===== config.mk =====
export PLATFORM = sky130hd
export DESIGN_NAME = modular_exponentiation
export DESIGN_NICKNAME = d
export VERILOG_FILES = /design/src/design/mexp_pkg.sv /design/src/design/modular_exponentiation.sv /design/src/design/mexp_mulmod.sv
export SDC_FILE = /design/constraint.sdc
export NUM_CORES = 2
export LEC_CHECK = 0
export BUFFER_PORTS_ARGS = -buffer_cell sky130_fd_sc_hd__buf_2
export CAP_MARGIN = 5
export CELL_PAD_IN_SITES_DETAIL_PLACEMENT = 0
export CELL_PAD_IN_SITES_GLOBAL_PLACEMENT = 2
export CORE_UTILIZATION = 38
export DETAILED_ROUTE_END_ITERATION = 16
export GPL_ROUTABILITY_DRIVEN = 0
export PLACE_DENSITY = 0.78
export SLEW_MARGIN = 20
export SYNTH_ARGS = -nofsm -noshare
export SYNTH_HDL_FRONTEND = slang
export SYNTH_SLANG_ARGS = --single-unit

===== constraint.sdc =====
create_clock -name clk -period 6.5 [get_ports clk]
set_clock_uncertainty 0.1 [all_clocks]
set_input_delay 0.65 -clock clk [delete_from_list [all_inputs] [get_ports clk]]
set_output_delay 0.65 -clock clk [all_outputs]
set_load 0.01 [all_outputs]

===== src/design/mexp_pkg.sv =====
// ----------------------------------------------------------------------------
// mexp_pkg
// Shared types for the modular exponentiation block: the operation codes and
// the control word that the sequencer hands to the serial modular multiplier.
// ----------------------------------------------------------------------------
package mexp_pkg;

  // Which product the multiplier forms. The scanned operand is always the
  // running square; the added operand is selected by the code.
  typedef enum logic [1:0] {
    MOP_REDUCE = 2'd0,  // 1 * square: reduces the raw base modulo m
    MOP_ACC    = 2'd1,  // accumulator * square
    MOP_SQUARE = 2'd2   // square * square
  } mexp_op_t;

  typedef struct packed {
    logic     start;
    mexp_op_t op;
  } mexp_mul_ctrl_t;

endpackage


===== src/design/modular_exponentiation.sv =====
// ----------------------------------------------------------------------------
// modular_exponentiation
// Right-to-left binary modular exponentiation over OPERAND_WIDTH-bit operands.
// ----------------------------------------------------------------------------
// Each transfer on the input carries base, exponent and modulus; one result
// transfer follows with base^exponent mod modulus. A zero modulus gives
// result 0 with error set; a zero exponent gives 1, unreduced, even for a
// modulus of one. Both special cases go straight to the finishing state.
// Otherwise the base is first reduced, then each exponent bit up to the
// highest set one costs a multiply into the accumulator where the bit is
// set and a squaring where a higher bit remains. Every product goes through
// one serial modular multiplier that retires one multiplier bit per cycle.
// The block works on one item at a time; input stall is high from the
// accepting edge until the result sits in the output register, which holds
// it until the consumer takes it, so a new item may be taken while an
// earlier result still waits.
// ----------------------------------------------------------------------------
module modular_exponentiation
  import mexp_pkg::*;
#(
  parameter int OPERAND_WIDTH = 64
) (
  input  logic                     clk,
  input  logic                     rst_n,
  input  logic                     in_valid,
  output logic                     in_stall,
  input  logic [OPERAND_WIDTH-1:0] in_base,
  input  logic [OPERAND_WIDTH-1:0] in_exponent,
  input  logic [OPERAND_WIDTH-1:0] in_modulus,
  output logic                     out_valid,
  input  logic                     out_stall,
  output logic [OPERAND_WIDTH-1:0] out_result,
  output logic                     out_error
);

  localparam int W = OPERAND_WIDTH;

  typedef enum logic [2:0] {
    ST_IDLE,
    ST_REDUCE,
    ST_MULACC,
    ST_SQUARE,
    ST_FINISH
  } state_t;

  state_t         state_r;
  logic [W-1:0]   sq_r;      // running square (raw base before reduction)
  logic [W-1:0]   acc_r;     // accumulator, and the pending result
  logic [W-1:0]   exp_r;     // remaining exponent, shifted right per step
  logic [W-1:0]   mod_r;
  logic           err_r;
  mexp_mul_ctrl_t ctrl_r;
  logic           out_valid_r;
  logic [W-1:0]   out_result_r;
  logic           out_error_r;

  logic [W-1:0]   mul_product;
  logic           mul_done;
  logic           in_xfer;

  assign in_xfer = in_valid && !in_stall;

  mexp_mulmod #(
    .W (W)
  ) u_mulmod (
    .clk     (clk),
    .rst_n   (rst_n),
    .ctrl    (ctrl_r),
    .acc     (acc_r),
    .sq      (sq_r),
    .modulus (mod_r),
    .product (mul_product),
    .done    (mul_done)
  );

  always_ff @(posedge clk) begin
    if (!rst_n) begin
      state_r      <= ST_IDLE;
      ctrl_r       <= '{start: 1'b0, op: MOP_REDUCE};
      sq_r         <= '0;
      acc_r        <= {{(W-1){1'b0}}, 1'b1};
      exp_r        <= '0;
      mod_r        <= '0;
      err_r        <= 1'b0;
      out_valid_r  <= 1'b0;
      out_result_r <= '0;
      out_error_r  <= 1'b0;
    end else begin
      // load the output register from the finishing state; otherwise drop
      // the held result once the consumer takes it
      if (state_r == ST_FINISH && (!out_valid_r || !out_stall)) begin
        out_valid_r <= 1'b1;
      end else if (out_valid_r && !out_stall) begin
        out_valid_r <= 1'b0;
      end

      // start is a single-cycle pulse: every branch that starts no product
      // clears it
      unique case (state_r)
        ST_IDLE: begin
          if (in_xfer) begin
            sq_r  <= in_base;
            exp_r <= in_exponent;
            mod_r <= in_modulus;
            if (in_modulus == '0) begin
              // zero modulus: flag it, result 0, exponent ignored
              acc_r        <= '0;
              err_r        <= 1'b1;
              ctrl_r.start <= 1'b0;
              state_r      <= ST_FINISH;
            end else begin
              acc_r <= {{(W-1){1'b0}}, 1'b1};
              err_r <= 1'b0;
              if (in_exponent == '0) begin
                ctrl_r.start <= 1'b0;
                state_r      <= ST_FINISH;
              end else begin
                ctrl_r  <= '{start: 1'b1, op: MOP_REDUCE};
                state_r <= ST_REDUCE;
              end
            end
          end else begin
            ctrl_r.start <= 1'b0;
          end
        end

        ST_REDUCE: begin
          if (mul_done) begin
            sq_r <= mul_product;
            if (exp_r[0]) begin
              ctrl_r  <= '{start: 1'b1, op: MOP_ACC};
              state_r <= ST_MULACC;
            end else begin
              ctrl_r  <= '{start: 1'b1, op: MOP_SQUARE};
              state_r <= ST_SQUARE;
            end
          end else begin
            ctrl_r.start <= 1'b0;
          end
        end

        ST_MULACC: begin
          if (mul_done) begin
            acc_r <= mul_product;
            // skip the final squaring: nothing above this bit uses it
            if (exp_r[W-1:1] == '0) begin
              ctrl_r.start <= 1'b0;
              state_r      <= ST_FINISH;
            end else begin
              ctrl_r  <= '{start: 1'b1, op: MOP_SQUARE};
              state_r <= ST_SQUARE;
            end
          end else begin
            ctrl_r.start <= 1'b0;
          end
        end

        ST_SQUARE: begin
          if (mul_done) begin
            sq_r  <= mul_product;
            exp_r <= {1'b0, exp_r[W-1:1]};
            // a square is only started with a set bit above, so the next
            // step always exists; advance to it on bit one
            if (exp_r[1]) begin
              ctrl_r  <= '{start: 1'b1, op: MOP_ACC};
              state_r <= ST_MULACC;
            end else begin
              ctrl_r  <= '{start: 1'b1, op: MOP_SQUARE};
              state_r <= ST_SQUARE;
            end
          end else begin
            ctrl_r.start <= 1'b0;
          end
        end

        ST_FINISH: begin
          ctrl_r.start <= 1'b0;
          // hold until the output register is free
          if (!out_valid_r || !out_stall) begin
            out_result_r <= acc_r;
            out_error_r  <= err_r;
            state_r      <= ST_IDLE;
          end
        end

        default: begin
          ctrl_r.start <= 1'b0;
          state_r      <= ST_IDLE;
        end
      endcase
    end
  end

  assign in_stall   = (state_r != ST_IDLE);
  assign out_valid  = out_valid_r;
  assign out_result = out_result_r;
  assign out_error  = out_error_r;

endmodule


===== src/design/mexp_mulmod.sv =====
// ----------------------------------------------------------------------------
// mexp_mulmod
// Serial modular multiplier: scans the multiplier one bit per cycle, MSB
// first, doubling and conditionally adding modulo m with a single
// add-compare-select step.
// ----------------------------------------------------------------------------
module mexp_mulmod
  import mexp_pkg::*;
#(
  parameter int W = 64
) (
  input  logic           clk,
  input  logic           rst_n,
  input  mexp_mul_ctrl_t ctrl,
  input  logic [W-1:0]   acc,
  input  logic [W-1:0]   sq,
  input  logic [W-1:0]   modulus,
  output logic [W-1:0]   product,
  output logic           done
);

  localparam int CW = (W > 1) ? $clog2(W) : 1;

  logic [W-1:0]  a_r;
  logic [W-1:0]  b_r;
  logic [W-1:0]  m_r;
  logic [W-1:0]  r_r;
  logic [CW-1:0] cnt_r;
  logic          busy_r;
  logic          done_r;

  logic [W-1:0]  a_sel;
  logic [W+1:0]  t;
  logic [W+1:0]  m1;
  logic [W+1:0]  m2;
  logic [W+1:0]  t_sub1;
  logic [W+1:0]  t_sub2;
  logic [W-1:0]  r_nxt;

  always_comb begin
    unique case (ctrl.op)
      MOP_REDUCE: a_sel = {{(W-1){1'b0}}, 1'b1};
      MOP_ACC:    a_sel = acc;
      MOP_SQUARE: a_sel = sq;
      default:    a_sel = sq;
    endcase
  end

  // 2r + bit*a stays below 3m, so one of three candidates is the residue
  always_comb begin
    t      = {1'b0, r_r, 1'b0} + (b_r[W-1] ? {2'b00, a_r} : {(W+2){1'b0}});
    m1     = {2'b00, m_r};
    m2     = {1'b0, m_r, 1'b0};
    t_sub1 = t - m1;
    t_sub2 = t - m2;
    if (t >= m2) begin
      r_nxt = t_sub2[W-1:0];
    end else if (t >= m1) begin
      r_nxt = t_sub1[W-1:0];
    end else begin
      r_nxt = t[W-1:0];
    end
  end

  always_ff @(posedge clk) begin
    if (!rst_n) begin
      busy_r <= 1'b0;
      done_r <= 1'b0;
      cnt_r  <= '0;
    end else begin
      if (ctrl.start) begin
        a_r    <= a_sel;
        b_r    <= sq;
        m_r    <= modulus;
        r_r    <= '0;
        cnt_r  <= CW'(W - 1);
        busy_r <= 1'b1;
        done_r <= 1'b0;
      end else if (busy_r) begin
        r_r <= r_nxt;
        b_r <= {b_r[W-2:0], 1'b0};
        if (cnt_r == '0) begin
          busy_r <= 1'b0;
          done_r <= 1'b1;
        end else begin
          cnt_r  <= cnt_r - CW'(1);
          done_r <= 1'b0;
        end
      end else begin
        done_r <= 1'b0;
      end
    end
  end

  assign product = r_r;
  assign done    = done_r;

endmodule


==> impl_metrics.ini <==
[global_route]
grt_usage_pct = 25.0
grt_pass1_wl_mm = 190
overflow = 0
antenna_found_initial = 3
grt_pass1_vias = 31900
grt_max_degree = 224

[pwr]
power.density_nw_per_um2 = 549
intPower_uw = 13700
clkPwrFrac_pct = 16.3
power.total_uw = 24800
comb_power_share_pct = 63.2
leakagePower_uw = 0.0194
p_switching_uw = 11100
swShare_pct = 44.6
sequentialPowerShare_pct = 20.5
peakVddDrop_uv = 250

[floorplan]
num_rows = 113
coreArea_um2 = 95200
dieArea_um2 = 97500
ios = 263
die_w_um = 312
initial_core_util_pct = 38.4
die_height_um = 312

[min_path]
hold_path_class = primary input to register

[finish]
nFillCells = 9404
multi_input_area_um2 = 21600
layout_common_cells = nand2_1, buf_4, dfxtp_1, buf_2, edfxtp_1
syn2layout_area_growth_pct = 23.4
regArea_um2 = 14400
drive_gt1_share_pct = 23.0
postLayoutCoreUtil_pct = 47.4
nets = 4983
layout_commonest_cell = nand2_1
stdcell_area_um2 = 45100

[yosys]
syn_area_um2 = 36600
yosys_warnings = 0
synth_edf_count = 256
synthArstFlopShare_pct = 0
synth_cell_types = 98
synthFlopType = dfxtp_1
yosysSeqAreaShare_pct = 39.5
syn_avg_cell_area_um2 = 8.84
ys_ff_latch = 593
syn_inst = 4140
syn_nets = 4532

[clock_network]
cts_buffer_depth = 3
path_clk_slew_ns = 0.06
clk-insertion-delay-late_ns = 0.65
cts_max_level = 3
cts_tree = done
clock_sinks = 593
postCtsHoldBufs = 0
clock-root-buffer = clkbuf_16
numCtsBuffers = 71

[setup_path]
crit_path_frequent_cell = buf_4
path_buf_inv = 9
critPathMaxStageDelay_ns = 0.54
cp_data_required_time_ns = 6.80
path_class = register to register
endpoint_kind = register
cp.arrival_ns = 6.64
cp-start-kind = register
critPathMaxFanout = 9
crit_slowest_cell = or4_4
path_delay_family = compound AO/OA/AOI/OAI gates

[place]
hpwl_mm = 94.2
pre_cts_ws_ns = -0.475
numPortBuffers = 262
postPlaceCellArea_um2 = 41300

[detailed_routing]
drcViolationCount = 0
via_per_inst = 5.54
drt_pass1_iterations = 6
num_vias = 32800
wl_mm = 128
routedWlPerCell_um = 21.6
ant_nets = 0
drt_iter0_markers = 2435

[timing]
setup_tns_ns = 0
finalMaxSlewViolations = 0
max_clock_freq_ghz = 0.158
hold_viol = 0
rsz0062_at_grt = yes
min_period_ns = 6.34
post-route-period-util_pct = 97.6
setup_violations = 0
finalWorstSetupSlack_ns = 0.158
max_slew_margin_pct = 17.5
worst_slew_pin_slew_ns = 1.23

[run_status]
status = complete, no violations

[flow_run]
max_cap_viol_count = 0
## routing by layer
layer | vias up | GRT usage (%) | wire length (um)
li1 | 16000 | - | -
met1 | 15900 | 31.1 | 54800
met2 | 679 | 44.7 | 64100
met3 | 182 | 2.87 | 4630
met4 | 4 | 8.21 | 4130
met5 | - | 0 | 23
## logic make-up (layout without fill, tap and decap cells)
logic type	after synthesis	count (layout)	share of synthesized area, %
and+or+nand+nor	1513	1514	19.2
AOI/OAI and AO/OA	1169	1169	23.4
DFF	593	593	39.5
buffers and inverters	412	920	4.49
adders and majority gates	196	196	6.76
xor gates and xnor gates	182	182	4.36
muxes	75	75	2.27
other	0	2	0
## state kept, by name, summed over array words and instances (netlist names)
register / flops
state_r: 3
sq_r: 64
u_mulmod.product: 64
exp_r: 64
ctrl_r: 3
u_mulmod.m_r: 64
mod_r: 64
u_mulmod.cnt_r: 6
out_valid: 1
u_mulmod.a_r: 64
out_result: 64
u_mulmod.b_r: 64
u_mulmod.done: 1
err_r: 1
u_mulmod.busy_r: 1
out_error: 1
acc_r: 64
## power groups by stage
stage	Combinational [uW]	Clock, uW	Sequential (uW)
floorplan	9050	0	4890
global placement	14400	0	5160
detailed placement	14400	0	5160
CTS	14600	4120	5090
global route	16900	4250	5130
finish	15700	4030	5080
## synth_stat cells, drive strengths merged (5+ instances only)
cell | count | area, um2
nor2 | 148 | 563
o21bai | 44 | 330
nand2b | 23 | 144
nor3 | 44 | 230
a21o | 106 | 796
a21oi | 259 | 1300
mux2i | 11 | 110
a22oi | 65 | 488
nor4 | 58 | 363
o22ai | 5 | 31.3
xor2 | 74 | 648
o21ai | 116 | 584
o211a | 128 | 1280
edfxtp | 256 | 7690
ha | 193 | 2410
nor2b | 94 | 588
clkbuf | 239 | 897
o41ai | 7 | 87.6
nand2 | 714 | 2680
a41oi | 5 | 43.8
nor3b | 6 | 45.0
a2111oi | 5 | 50.0
o311ai | 7 | 68.8
a22o | 57 | 499
a311oi | 12 | 155
a211o | 12 | 106
a221oi | 16 | 220
a31oi | 36 | 238
o211ai | 43 | 333
mux2 | 64 | 721
nand4 | 62 | 388
o31ai | 14 | 105
and2 | 83 | 519
a31o | 10 | 96.4
inv | 117 | 439
a21boi | 141 | 1060
and3 | 19 | 124
nand3 | 239 | 1200
o21a | 26 | 195
dfxtp | 337 | 6750
o2111ai | 5 | 43.8
buf | 56 | 305
a211oi | 29 | 243
xnor2 | 108 | 946
## per-stage QoR
stage          hold slack, ns  instances
3_5_place_dp            0.312       5742
3_3_place_gp            0.313       5742
6_report                0.170       5916
5_1_grt                 0.152       5914
2_1_floorplan           0.308       4140
4_1_cts                 0.138       5876
## timing repair
action                                 4_1_cts  5_1_grt
endpoints found under the hold margin        0        0
pin swaps                                    7       76
setup endpoints to repair                   64       64
cloned                                       1        7
gates resized for setup                     21      178
setup buffers                                2       33
## worst min-delay path: stages
cell	delay (ns)
buf_2	0.10
nand2_1	0.04
a21boi_0	0.06
## final timing paths
check / from / depth (start not counted) / endpoint / slack [ns]
worst max-delay path: u_mulmod.b_r[63]$_DFFE_PP_ / 32 / u_mulmod.product[59]$_SDFFCE_PP0P_ / 0.16
worst min-delay path: in_modulus[44] / 3 / mod_r[44]$_SDFFE_PN0P_ / 0.17
worst max register to register: u_mulmod.b_r[63]$_DFFE_PP_ / 32 / u_mulmod.product[59]$_SDFFCE_PP0P_ / 0.16
worst min register to register: mod_r[57]$_SDFFE_PN0P_ / 0 / u_mulmod.m_r[57]$_DFFE_PP_ / 0.32
## layout make-up
class / instances / share of cell area (%)
Timing Repair Buffer: 672 / 10.4
Clock buffer: 87 / 4.25
Multi-Input combinational cell: 3136 / 48.0
Sequential cell: 593 / 32.0
Antenna cell: 2 / 0.0111
Clock inverter: 44 / 0.918
Inverter: 117 / 0.973
Tap cell: 1265 / 3.51
No activity file was read; power rests on OpenSTA's default activity.
